File: config.mk
export PLATFORM = sky130hd
export DESIGN_NAME = sighting_table_lru_ttl
export DESIGN_NICKNAME = d
export VERILOG_FILES = /design/src/rtl/stl_pkg.sv /design/src/rtl/sighting_table_lru_ttl.sv /design/src/rtl/stl_ram.sv /design/src/rtl/stl_cmp_unit.sv
export SDC_FILE = /design/constraint.sdc
export NUM_CORES = 2
export LEC_CHECK = 0
export ABC_AREA = 1
export BUFFER_PORTS_ARGS = -buffer_cell sky130_fd_sc_hd__buf_2
export CAP_MARGIN = 20
export CORE_ASPECT_RATIO = 0.8
export CORE_MARGIN = 2
export CORE_UTILIZATION = 45
export CTS_BUF_LIST = sky130_fd_sc_hd__clkbuf_8
export CTS_CLUSTER_DIAMETER = 120
export DETAILED_ROUTE_END_ITERATION = 8
export PLACE_DENSITY = 0.6
export SYNTH_ARGS = -nofsm -noshare
export SYNTH_HDL_FRONTEND = slang
export SYNTH_SLANG_ARGS = --single-unit
File: constraint.sdc
create_clock -name aclk -period 6.95 [get_ports aclk]
set_input_delay 0.695 -clock aclk [delete_from_list [all_inputs] [get_ports aclk]]
set_output_delay 0.695 -clock aclk [all_outputs]
set_load 0.01 [all_outputs]
File: src/rtl/stl_pkg.sv
`default_nettype none

package stl_pkg;

    localparam logic [1:0] CMD_BEGIN_PASS = 2'd0;
    localparam logic [1:0] CMD_SIGHTING   = 2'd1;
    localparam logic [1:0] CMD_EXPIRE     = 2'd2;

    localparam logic [2:0] STATUS_REFRESHED  = 3'd0;
    localparam logic [2:0] STATUS_APPENDED   = 3'd1;
    localparam logic [2:0] STATUS_REPLACED   = 3'd2;
    localparam logic [2:0] STATUS_DROPPED    = 3'd3;
    localparam logic [2:0] STATUS_PASS_BEGUN = 3'd4;
    localparam logic [2:0] STATUS_EXPIRED    = 3'd5;

    localparam int TTL_RESET = 10000;

    typedef struct packed {
        logic [15:0] key;
        logic [7:0]  kind;
        logic [7:0]  team;
        logic [23:0] pos_x;
        logic [23:0] pos_y;
        logic [23:0] health;
        logic        visible;
        logic [47:0] stamp;
    } entry_t;

    localparam int ENTRY_W = $bits(entry_t);

    typedef struct packed {
        logic key_eq;
        logic older;
        logic stale;
    } cmp_res_t;

endpackage

`default_nettype wire

File: src/rtl/sighting_table_lru_ttl.sv
`default_nettype none

// Table of up to TABLE_ENTRIES sighted entities, kept densely in one memory with a
// registered read port. Each item is worked by a sequencer that walks the table through
// one shared compare unit, so the block takes one item at a time. A sighting makes one
// read per entry, pipelined, then at most one write. A begin pass makes a read and a
// write-back per entry. An expire reads and checks each entry held before it; a stale
// entry is overwritten by the last entry, which is then checked in its place.
// The next item is taken while the previous result still waits on the output register.
// The ttl_reg register resets to 10000; the user must write it through cfg_wr_en and
// cfg_wr_data only while the block is idle, which the block itself does not enforce.
module sighting_table_lru_ttl
    import stl_pkg::*;
#(
    parameter int TABLE_ENTRIES = 16
) (
    input  wire logic        aclk,
    input  wire logic        aresetn,
    input  wire logic        cfg_wr_en,
    input  wire logic [31:0] cfg_wr_data,
    input  wire logic        s_valid,
    output logic             s_ready,
    input  wire logic [1:0]  s_cmd,
    input  wire logic [15:0] s_key,
    input  wire logic [7:0]  s_kind,
    input  wire logic [7:0]  s_team,
    input  wire logic [23:0] s_pos_x,
    input  wire logic [23:0] s_pos_y,
    input  wire logic [23:0] s_health,
    input  wire logic [47:0] s_now,
    output logic             m_valid,
    input  wire logic        m_ready,
    output logic [2:0]       m_status,
    output logic [3:0]       m_entry_index,
    output logic [4:0]       m_entry_count,
    output logic [4:0]       m_removed_count
);

    localparam int IDX_W = $clog2(TABLE_ENTRIES);
    localparam int CNT_W = $clog2(TABLE_ENTRIES + 1);

    localparam logic [2:0] S_IDLE    = 3'd0;
    localparam logic [2:0] S_SCAN    = 3'd1;
    localparam logic [2:0] S_CLR_RD  = 3'd2;
    localparam logic [2:0] S_CLR_WR  = 3'd3;
    localparam logic [2:0] S_EXP_RD  = 3'd4;
    localparam logic [2:0] S_EXP_CHK = 3'd5;
    localparam logic [2:0] S_EXP_MOV = 3'd6;
    localparam logic [2:0] S_DONE    = 3'd7;

    logic [2:0]       state_reg, state_next;
    logic [CNT_W-1:0] count_reg, count_next;
    logic [CNT_W-1:0] i_reg, i_next;
    logic [CNT_W-1:0] removed_reg, removed_next;
    logic             pend_reg, pend_next;
    logic [IDX_W-1:0] pend_idx_reg, pend_idx_next;
    logic             hit_reg, hit_next;
    logic [IDX_W-1:0] hit_idx_reg, hit_idx_next;
    logic [IDX_W-1:0] best_idx_reg, best_idx_next;
    logic [47:0]      best_stamp_reg, best_stamp_next;
    logic [15:0]      best_key_reg, best_key_next;
    logic             best_vis_reg, best_vis_next;
    logic [2:0]       res_status_reg, res_status_next;
    logic [IDX_W-1:0] res_idx_reg, res_idx_next;
    logic [31:0]      ttl_reg;
    logic             m_valid_reg, m_valid_next;
    logic [2:0]       m_status_reg;
    logic [3:0]       m_index_reg;
    logic [4:0]       m_count_reg;
    logic [4:0]       m_removed_reg;

    logic [15:0]      it_key_reg;
    logic [7:0]       it_kind_reg;
    logic [7:0]       it_team_reg;
    logic [23:0]      it_pos_x_reg;
    logic [23:0]      it_pos_y_reg;
    logic [23:0]      it_health_reg;
    logic [47:0]      it_now_reg;

    logic             ram_wr_en;
    logic [IDX_W-1:0] ram_wr_addr;
    entry_t           ram_wr_data;
    logic             ram_rd_en;
    logic [IDX_W-1:0] ram_rd_addr;
    entry_t           ram_rd_data;
    entry_t           new_entry;
    entry_t           clr_entry;
    cmp_res_t         cmp;

    logic             accept;
    logic             out_load;
    logic             scan_issue;
    logic             exp_more;
    logic             exp_last;
    logic [IDX_W+3:0] idx_ext;
    logic [CNT_W+4:0] count_ext;
    logic [CNT_W+4:0] removed_ext;

    stl_ram #(
        .WIDTH(ENTRY_W),
        .DEPTH(TABLE_ENTRIES)
    ) u_ram (
        .aclk   (aclk),
        .wr_en  (ram_wr_en),
        .wr_addr(ram_wr_addr),
        .wr_data(ram_wr_data),
        .rd_en  (ram_rd_en),
        .rd_addr(ram_rd_addr),
        .rd_data(ram_rd_data)
    );

    stl_cmp_unit u_cmp (
        .ent       (ram_rd_data),
        .key       (it_key_reg),
        .now       (it_now_reg),
        .best_key  (best_key_reg),
        .best_stamp(best_stamp_reg),
        .ttl       (ttl_reg),
        .res       (cmp)
    );

    always_comb begin
        new_entry.key     = it_key_reg;
        new_entry.kind    = it_kind_reg;
        new_entry.team    = it_team_reg;
        new_entry.pos_x   = it_pos_x_reg;
        new_entry.pos_y   = it_pos_y_reg;
        new_entry.health  = it_health_reg;
        new_entry.visible = 1'b1;
        new_entry.stamp   = it_now_reg;
        clr_entry         = ram_rd_data;
        clr_entry.visible = 1'b0;
    end

    assign s_ready    = (state_reg == S_IDLE);
    assign accept     = s_valid && s_ready;
    assign out_load   = (state_reg == S_DONE) && (!m_valid_reg || m_ready);
    assign scan_issue = (i_reg < count_reg);
    assign exp_more   = (i_reg < count_reg);
    assign exp_last   = ((i_reg + CNT_W'(1)) == count_reg);

    always_comb begin
        state_next      = state_reg;
        count_next      = count_reg;
        i_next          = i_reg;
        removed_next    = removed_reg;
        pend_next       = 1'b0;
        pend_idx_next   = pend_idx_reg;
        hit_next        = hit_reg;
        hit_idx_next    = hit_idx_reg;
        best_idx_next   = best_idx_reg;
        best_stamp_next = best_stamp_reg;
        best_key_next   = best_key_reg;
        best_vis_next   = best_vis_reg;
        res_status_next = res_status_reg;
        res_idx_next    = res_idx_reg;
        ram_wr_en       = 1'b0;
        ram_wr_addr     = i_reg[IDX_W-1:0];
        ram_wr_data     = new_entry;
        ram_rd_en       = 1'b0;
        ram_rd_addr     = i_reg[IDX_W-1:0];

        unique case (state_reg)
            S_IDLE: begin
                if (accept) begin
                    i_next       = '0;
                    removed_next = '0;
                    hit_next     = 1'b0;
                    res_idx_next = '0;
                    case (s_cmd)
                        CMD_BEGIN_PASS: begin
                            res_status_next = STATUS_PASS_BEGUN;
                            state_next      = S_CLR_RD;
                        end
                        CMD_SIGHTING: begin
                            state_next = S_SCAN;
                        end
                        CMD_EXPIRE: begin
                            res_status_next = STATUS_EXPIRED;
                            state_next      = S_EXP_RD;
                        end
                        default: begin
                            res_status_next = STATUS_EXPIRED;
                            state_next      = S_DONE;
                        end
                    endcase
                end
            end
            S_SCAN: begin
                if (scan_issue) begin
                    ram_rd_en     = 1'b1;
                    i_next        = i_reg + CNT_W'(1);
                    pend_next     = 1'b1;
                    pend_idx_next = i_reg[IDX_W-1:0];
                end
                if (pend_reg) begin
                    if (cmp.key_eq && !hit_reg) begin
                        hit_next     = 1'b1;
                        hit_idx_next = pend_idx_reg;
                    end
                    if ((pend_idx_reg == '0) || cmp.older) begin
                        best_idx_next   = pend_idx_reg;
                        best_stamp_next = ram_rd_data.stamp;
                        best_key_next   = ram_rd_data.key;
                        best_vis_next   = ram_rd_data.visible;
                    end
                end
                if (!scan_issue && !pend_reg) begin
                    state_next = S_DONE;
                    if (hit_reg) begin
                        ram_wr_en       = 1'b1;
                        ram_wr_addr     = hit_idx_reg;
                        res_idx_next    = hit_idx_reg;
                        res_status_next = STATUS_REFRESHED;
                    end else if (count_reg < CNT_W'(TABLE_ENTRIES)) begin
                        ram_wr_en       = 1'b1;
                        ram_wr_addr     = count_reg[IDX_W-1:0];
                        res_idx_next    = count_reg[IDX_W-1:0];
                        count_next      = count_reg + CNT_W'(1);
                        res_status_next = STATUS_APPENDED;
                    end else if (best_vis_reg) begin
                        res_status_next = STATUS_DROPPED;
                    end else begin
                        ram_wr_en       = 1'b1;
                        ram_wr_addr     = best_idx_reg;
                        res_idx_next    = best_idx_reg;
                        res_status_next = STATUS_REPLACED;
                    end
                end
            end
            S_CLR_RD: begin
                if (exp_more) begin
                    ram_rd_en  = 1'b1;
                    state_next = S_CLR_WR;
                end else begin
                    state_next = S_DONE;
                end
            end
            S_CLR_WR: begin
                ram_wr_en   = 1'b1;
                ram_wr_data = clr_entry;
                i_next      = i_reg + CNT_W'(1);
                state_next  = S_CLR_RD;
            end
            S_EXP_RD: begin
                if (exp_more) begin
                    ram_rd_en  = 1'b1;
                    state_next = S_EXP_CHK;
                end else begin
                    state_next = S_DONE;
                end
            end
            S_EXP_CHK: begin
                if (!cmp.stale) begin
                    i_next     = i_reg + CNT_W'(1);
                    state_next = S_EXP_RD;
                end else if (exp_last) begin
                    count_next   = count_reg - CNT_W'(1);
                    removed_next = removed_reg + CNT_W'(1);
                    state_next   = S_EXP_RD;
                end else begin
                    ram_rd_en   = 1'b1;
                    ram_rd_addr = IDX_W'(count_reg - CNT_W'(1));
                    state_next  = S_EXP_MOV;
                end
            end
            S_EXP_MOV: begin
                // The last entry now sits in the read register and is examined in place.
                ram_wr_en    = 1'b1;
                ram_wr_data  = ram_rd_data;
                count_next   = count_reg - CNT_W'(1);
                removed_next = removed_reg + CNT_W'(1);
                state_next   = S_EXP_CHK;
            end
            S_DONE: begin
                if (out_load) begin
                    state_next = S_IDLE;
                end
            end
            default: begin
                state_next = S_IDLE;
            end
        endcase
    end

    always_comb begin
        m_valid_next = m_valid_reg;
        if (out_load) begin
            m_valid_next = 1'b1;
        end else if (m_ready) begin
            m_valid_next = 1'b0;
        end
        idx_ext     = {4'd0, res_idx_reg};
        count_ext   = {5'd0, count_reg};
        removed_ext = {5'd0, removed_reg};
    end

    always_ff @(posedge aclk) begin
        if (!aresetn) begin
            state_reg   <= S_IDLE;
            count_reg   <= '0;
            pend_reg    <= 1'b0;
            m_valid_reg <= 1'b0;
            ttl_reg     <= 32'(TTL_RESET);
        end else begin
            state_reg   <= state_next;
            count_reg   <= count_next;
            pend_reg    <= pend_next;
            m_valid_reg <= m_valid_next;
            if (cfg_wr_en) begin
                ttl_reg <= cfg_wr_data;
            end
        end
    end

    always_ff @(posedge aclk) begin
        i_reg          <= i_next;
        removed_reg    <= removed_next;
        pend_idx_reg   <= pend_idx_next;
        hit_reg        <= hit_next;
        hit_idx_reg    <= hit_idx_next;
        best_idx_reg   <= best_idx_next;
        best_stamp_reg <= best_stamp_next;
        best_key_reg   <= best_key_next;
        best_vis_reg   <= best_vis_next;
        res_status_reg <= res_status_next;
        res_idx_reg    <= res_idx_next;
        if (accept) begin
            it_key_reg    <= s_key;
            it_kind_reg   <= s_kind;
            it_team_reg   <= s_team;
            it_pos_x_reg  <= s_pos_x;
            it_pos_y_reg  <= s_pos_y;
            it_health_reg <= s_health;
            it_now_reg    <= s_now;
        end
        if (out_load) begin
            m_status_reg  <= res_status_reg;
            m_index_reg   <= idx_ext[3:0];
            m_count_reg   <= count_ext[4:0];
            m_removed_reg <= removed_ext[4:0];
        end
    end

    assign m_valid         = m_valid_reg;
    assign m_status        = m_status_reg;
    assign m_entry_index   = m_index_reg;
    assign m_entry_count   = m_count_reg;
    assign m_removed_count = m_removed_reg;

endmodule

`default_nettype wire

File: src/rtl/stl_ram.sv
`default_nettype none

module stl_ram #(
    parameter int WIDTH = 8,
    parameter int DEPTH = 16
) (
    input  wire logic                     aclk,
    input  wire logic                     wr_en,
    input  wire logic [$clog2(DEPTH)-1:0] wr_addr,
    input  wire logic [WIDTH-1:0]         wr_data,
    input  wire logic                     rd_en,
    input  wire logic [$clog2(DEPTH)-1:0] rd_addr,
    output logic      [WIDTH-1:0]         rd_data
);

    logic [WIDTH-1:0] mem [DEPTH];

    always_ff @(posedge aclk) begin
        if (wr_en) begin
            mem[wr_addr] <= wr_data;
        end
        if (rd_en) begin
            rd_data <= mem[rd_addr];
        end
    end

endmodule

`default_nettype wire

File: src/rtl/stl_cmp_unit.sv
`default_nettype none

module stl_cmp_unit
    import stl_pkg::*;
(
    input  wire entry_t        ent,
    input  wire logic [15:0]   key,
    input  wire logic [47:0]   now,
    input  wire logic [15:0]   best_key,
    input  wire logic [47:0]   best_stamp,
    input  wire logic [31:0]   ttl,
    output cmp_res_t           res
);

    logic [48:0] age;

    // An entry stamped after the current time makes the age subtraction borrow and is never stale.
    assign age = {1'b0, now} - {1'b0, ent.stamp};

    always_comb begin
        res.key_eq = (ent.key == key);
        res.older  = (ent.stamp < best_stamp) ||
                     ((ent.stamp == best_stamp) && (ent.key > best_key));
        res.stale  = !age[48] && (age[47:0] > {16'd0, ttl});
    end

endmodule

`default_nettype wire

* Word-level counts from Yosys, hierarchy flattened *
Memory sizes are Yosys's and may differ from the RTL's. A register that Yosys moved wholly into a read port is not among the register bits.
Cells that the tools add are included.

cells by class
  order comparisons = 5
  reduce and logical (&&, ||, !) cells = 35
  multiplexer cells = 61
  eq/ne operators = 25
  add/sub/neg operators = 5

operators with widths
  kind                   number
  $pmux W153 S2          1
  $mux W4                13
  $mux W5                10
  $sub A48 B48 Y49       1
  $eq A48 B48 Y1         1
  $gt A48 B32 Y1         1
  $lt A48 B48 Y1         1
  $pmux W5 S3            2
  $pmux W3 S8            1
  $ne A2 B2 Y1 const B   11
  $pmux W5 S4            1
  $reduce_and A4 Y1      5
  $mux W3                6
  $eq A16 B16 Y1         1
  $gt A16 B16 Y1         1
  $add A5 B1 Y5 const B  3
  $mux W1                15
  $eq A3 B3 Y1 const B   4
  $pmux W3 S2            2
  $mux W2                5
  $pmux W3 S3            1
  $reduce_and A3 Y1      3
  $pmux W4 S2            1
  $eq A3 B2 Y1 const B   2
  other kinds (23)       39

storage, ports and cells
  input bits = 191
  word-level logic and storage cells = 159
  register bits after elaboration = 306
  memories = 1
  output and inout bits = 19
  RAM bits = 2,448

memories
  name       words  bits a word  rd ports  clocked after Yosys merged registers in  wr ports  line           text
  u_ram.mem  16     153          1         1                                        1         stl_ram.sv:16  logic [WIDTH-1:0] mem [DEPTH];

* Depth between registers and ports, before layout *
  depth in word-level cells = 7
  gate-level depth with buffers = 36
  mapped depth without buffers = 34

* Hierarchy *
Synthesis repeated with hierarchy kept, for this count alone.

unflattened totals
  cell total of the unflattened synthesis = 11,740
  area, all modules = 125,192.6 µm²

by module, submodules not included
  module                  sequential area each (µm²)  cells each  area an instance (µm²)  instances
  stl_ram                 78,104.9                    9,276       105,825.2               1
  sighting_table_lru_ttl  8,768.4                     1,155       12,369.4                1
  stl_cmp_unit            0.0                         1,309       6,998.0                 1

* Least setup slack after synthesis *
OpenSTA, ideal clock, no wires.

  kind = register to register
  start = register count_reg[4]
  end = register u_ram.rd_data[0] (read register of u_ram.mem) (enable)
  stages on the path, launching flop included = 9
  arrival = 6.302 ns
  buffers on the path = 1
  setup slack = 0.065 ns
  required time = 6.366 ns
  path through = dfxtp_1 clkbuf_1 clkinv_1 ha_1 nand2_1 inv_1 o21ai_0 nand3_1 o31ai_1

between the ends
  cells in the longest elaborated chain, start to end = 4
  elaborated cells between the ends (all ways) = 9

RTL lines
  item                                                                  line                           text
  start, declared                                                       sighting_table_lru_ttl.sv:52   logic [CNT_W-1:0] count_reg, count_next;
  start signal, assigned                                                sighting_table_lru_ttl.sv:307  count_reg <= count_next;
  parallel branches: the longest is 3 deep, another holds $lt A5 B5 Y1  --
  $pmux W1 S2 *                                                         sighting_table_lru_ttl.sv:163  unique case (state_reg)
  via ram_rd_en                                                         sighting_table_lru_ttl.sv:83   logic ram_rd_en;
  end, declared                                                         stl_ram.sv:13                  output logic [WIDTH-1:0] rd_data

Mark *: on every way through the listed nets, which the timed path passes.
A chain may end at the register's enable or synchronous reset.

* Worst setup path after layout *
  start = register u_ram.rd_data[28] (read register of u_ram.mem)
  end = register u_ram.rd_data[29] (read register of u_ram.mem), data pin

between the ends
  cells in the longest elaborated chain, start to end = 5
  elaborated cells between the ends (all ways) = 8

RTL lines
  item                                                       line                           text
  $sub A48 B48 Y49 *                                         stl_cmp_unit.sv:18             assign age = {1'b0, now} - {1'b0, ent.stamp};
  $gt A48 B32 Y1 / $logic_not A1 Y1 (equally long branches)  stl_cmp_unit.sv:24             res.stale = !age[48] && (age[47:0] > {16'd0, ttl});
  $logic_and A1 B1 Y1 *                                      stl_cmp_unit.sv:24
  $mux W1 / $mux W4 (equally long branches)                  sighting_table_lru_ttl.sv:254  if (!cmp.stale) begin
  $pmux W1 S2 / $mux W4 (equally long branches)              sighting_table_lru_ttl.sv:163

Every way passes the cells marked *; elsewhere a longest branch is shown, timed or not.

==> impl_results.md <==
- Outcome: finished clean
- Synth async-reset ratio: 0%
- Starting Density: 45.2%
- Tmin final: 6.50 ns
- Synth unique cells: 52
- WL final: 179000 um
- CP arrival: 7.16 ns
- CTS sink count: 1323
- Final Cycle Share: 93.5%
- Nets: 6832
- Core Util, Final: 51.3%
- CORE AREA: 138000 um2
- Max reg flops: 1040
- HP Class: input pin to flip-flop
- Layout cells sized above 1: 8.83%
- Fill cells: 12300
- Biggest register: u_ram.mem
- Top delay family on crit path: simple AND/OR/NAND/NOR gates
- CTS resizes: 0
- Die ar.: 141000 um2
- Rel. slew slack: 25.6%
- Largest net degree at the start of global routing: 111
- DRC marker count from the first detailed-route iteration: 5309
- CTS Buffer Depth: 3
- Setup-failing EPs final: 0
- R2R depth: 29
- CTS clk-pin slew, worst paths: 0.06 ns
- CP max stage cell: buf_4
- Hold EP: ttl_reg[20]
- Syn avg cell area: 10.1 um2
- RSZ-0062 raised after global routing: no
- Worst VDD drop: 0.313 mV
- Depth of the CTS H-tree: 4
- Syn nets: 6530
- Final hold viol count: 0
- Ys Warns: 0
- Cell Area, Synth: 62300 um2
- DRT antenna net count: 0
- I/O pin cnt: 210
- First-pass DRT Iterations: 6
- GP Congestion: 0.945
- FMAX: 154 MHz
- Root Driver: clkbuf_8
- GRT Overall Usage: 25.1%
- Synth top area share: 61.7%
- PwrDens: 441 nW/um2
- R2R Setup Slk: 0.45 ns
- Synthesized instance count: 6181
- Hold path depth: 3
- Worst Skew: 0.0658 ns
- Skew-Pair Late Insertion Delay: 0.96 ns
- WP data required: 7.61 ns
- Max-slew violation count: 0
- Rows: 122
- Number of global-route vias before repair: 41700
- Wirelength per Cell: 21.0 um
- CTS tree: done
- Total grt overflow: 0
- Die X: 420 um
- Final setup TNS: 0 ns
- Hold buffers post-CTS: 85
- Buf/Inv on CP: 4
- First-pass GRT wire length: 263000 um
- Synth Flop Type: edfxtp_1
- CP peak stage delay: 0.62 ns
- RR Startpoint: u_ram.rd_data[28]
- Number of antenna violations at the first check in global routing: 5
- Hold Path Origin: cfg_wr_data[20]
- Crit Path Max Fanout: 40
- Die Height: 337 um
- Worst path most repeated cell: nand2_1
- Detailed Place HPWL: 104000 um
- Max-cap violations: 0
- # DRC: 0
- Register bit total from synthesis: 1323
- PortBufs: 121
- Tightest Pin Transition: 1.11 ns
- Setup bufs post-CTS: 0
- Area contributors post-synth: edfxtp_1, nand3_1, nand2_1, inv_1, ha_1
- Largest regs: u_ram.mem: 1040 flops, u_ram.rd_data: 65 flops
- Cell taking the most area after synthesis: edfxtp_1
- Critical path capture point type: flip-flop
- Number of synthesized flops with an enable pin: 1281
- Leakage: 30.4 nW
- Reg-to-reg endpoint: u_ram.rd_data[29]
- CP Launch Type: flip-flop
- CTS Buf Count: 210
- Crit Path Class: flip-flop to flip-flop
- Area Growth Syn to Fin: 13.5%
- Vias/cell: 5.26
- Vias: 44800
- Total chip power: 31.2 mW
- Seq/Total Area, Yosys: 63.1%
## per-stage QoR
| step | hold slack (ns) | worst slack (ns) | std cells | instance area (um2) |
|---|---|---|---|---|
| global route | 0.0536 | 0.101 | 8510 | 70700 |
| global placement | 0.409 | 0.442 | 8038 | 65900 |
| CTS | 0.00387 | 0.435 | 8504 | 70700 |
| finish | 0.0818 | 0.455 | 8511 | 70700 |
| detailed placement | 0.405 | 0.453 | 8042 | 66000 |
| floorplan | 0.400 | 0.0645 | 6181 | 62300 |
## placed cells by master, fill, tap and decap left out, types with 85 or more instances in the layout
cell | synthesis | final
a21oi_1 | 130 | 129
buf_2 | 183 | 121
buf_4 | 7 | 107
clkbuf_8 | 0 | 216
dlygate4sd3_1 | 0 | 85
edfxtp_1 | 1281 | 1281
ha_1 | 157 | 157
inv_1 | 1222 | 1297
nand2_1 | 1293 | 1292
nand3_1 | 1105 | 1105
nand3b_1 | 196 | 196
nor2_1 | 167 | 149
o21ai_0 | 118 | 100
## metal layers
| layer | GRT usage (%) | wire length, um | vias up |
|---|---|---|---|
| li1 | - | - | 21100 |
| met1 | 37.2 | 81000 | 21500 |
| met2 | 38.2 | 78900 | 1883 |
| met3 | 4.39 | 15800 | 280 |
| met4 | 6.18 | 3270 | 2 |
| met5 | 0 | 7 | - |
## synthesized netlist by cell type (6+ instances only)
master	count
nand3_1	1105
a21oi_1	130
clkbuf_1	70
ha_1	157
xnor2_1	12
a221oi_1	6
o22ai_1	8
buf_4	7
buf_2	183
buf_1	12
dfxtp_1	42
inv_2	14
o21bai_1	11
nand4_1	22
nor4_1	8
o211ai_1	7
a211oi_1	7
o21a_1	6
nand3b_1	196
nor3_1	10
nor2_1	167
o21ai_0	118
inv_1	1222
xor2_1	34
edfxtp_1	1281
nand2_1	1293
## area by class of cell
type,instances,area [um2],area share (%)
multi-input cells,3347,17300,24.5
clock inverters,162,877,1.24
clock buffers,215,2960,4.19
inverters,1239,4660,6.59
diodes,3,7.51,0.0106
well taps,1860,2330,3.29
flip-flops and latches,1323,39300,55.6
repair buffers,362,3220,4.55
## cells by family (layout without fill, tap and decap cells)
family	Yosys count	count (layout)	share of synthesized area, %
adders and majority gates	158	158	3.18
DFF	1323	1323	63.1
and+or+nand+nor	2818	2818	20.6
AOI/OAI and AO/OA	325	325	2.94
other	0	3	0
xor gates and xnor gates	46	46	0.647
buffers and inverters	1511	1978	9.51
## worst max path at each step
stage                     slack, ns                end         startpoint  cells after the start
after floorplan                0.06   u_ram.rd_data[0]       count_reg[4]                      8
after CTS                      0.44  u_ram.rd_data[29]   u_ram.rd_data[0]                     32
final                          0.45  u_ram.rd_data[29]  u_ram.rd_data[28]                     29
after detailed placement       0.45  u_ram.rd_data[40]   u_ram.rd_data[0]                     32
after global routing           0.10  u_ram.rd_data[31]   u_ram.rd_data[5]                     33
after global placement         0.44  u_ram.rd_data[41]  u_ram.rd_data[28]                     29
## power by group
part           leakage (nW)  internal, mW  switching [mW]  total, mW
clock network          2.23          3.04            3.14       6.17
registers              11.9          11.0           0.628       11.6
logic                  16.3          3.98            9.47       13.4
## tightest hold or removal path: stages
cell and delay [ns]:
buf_2 0.08, o21ai_0 0.07, a21oi_1 0.11
Note: power is estimated with default switching activity, not from simulation.
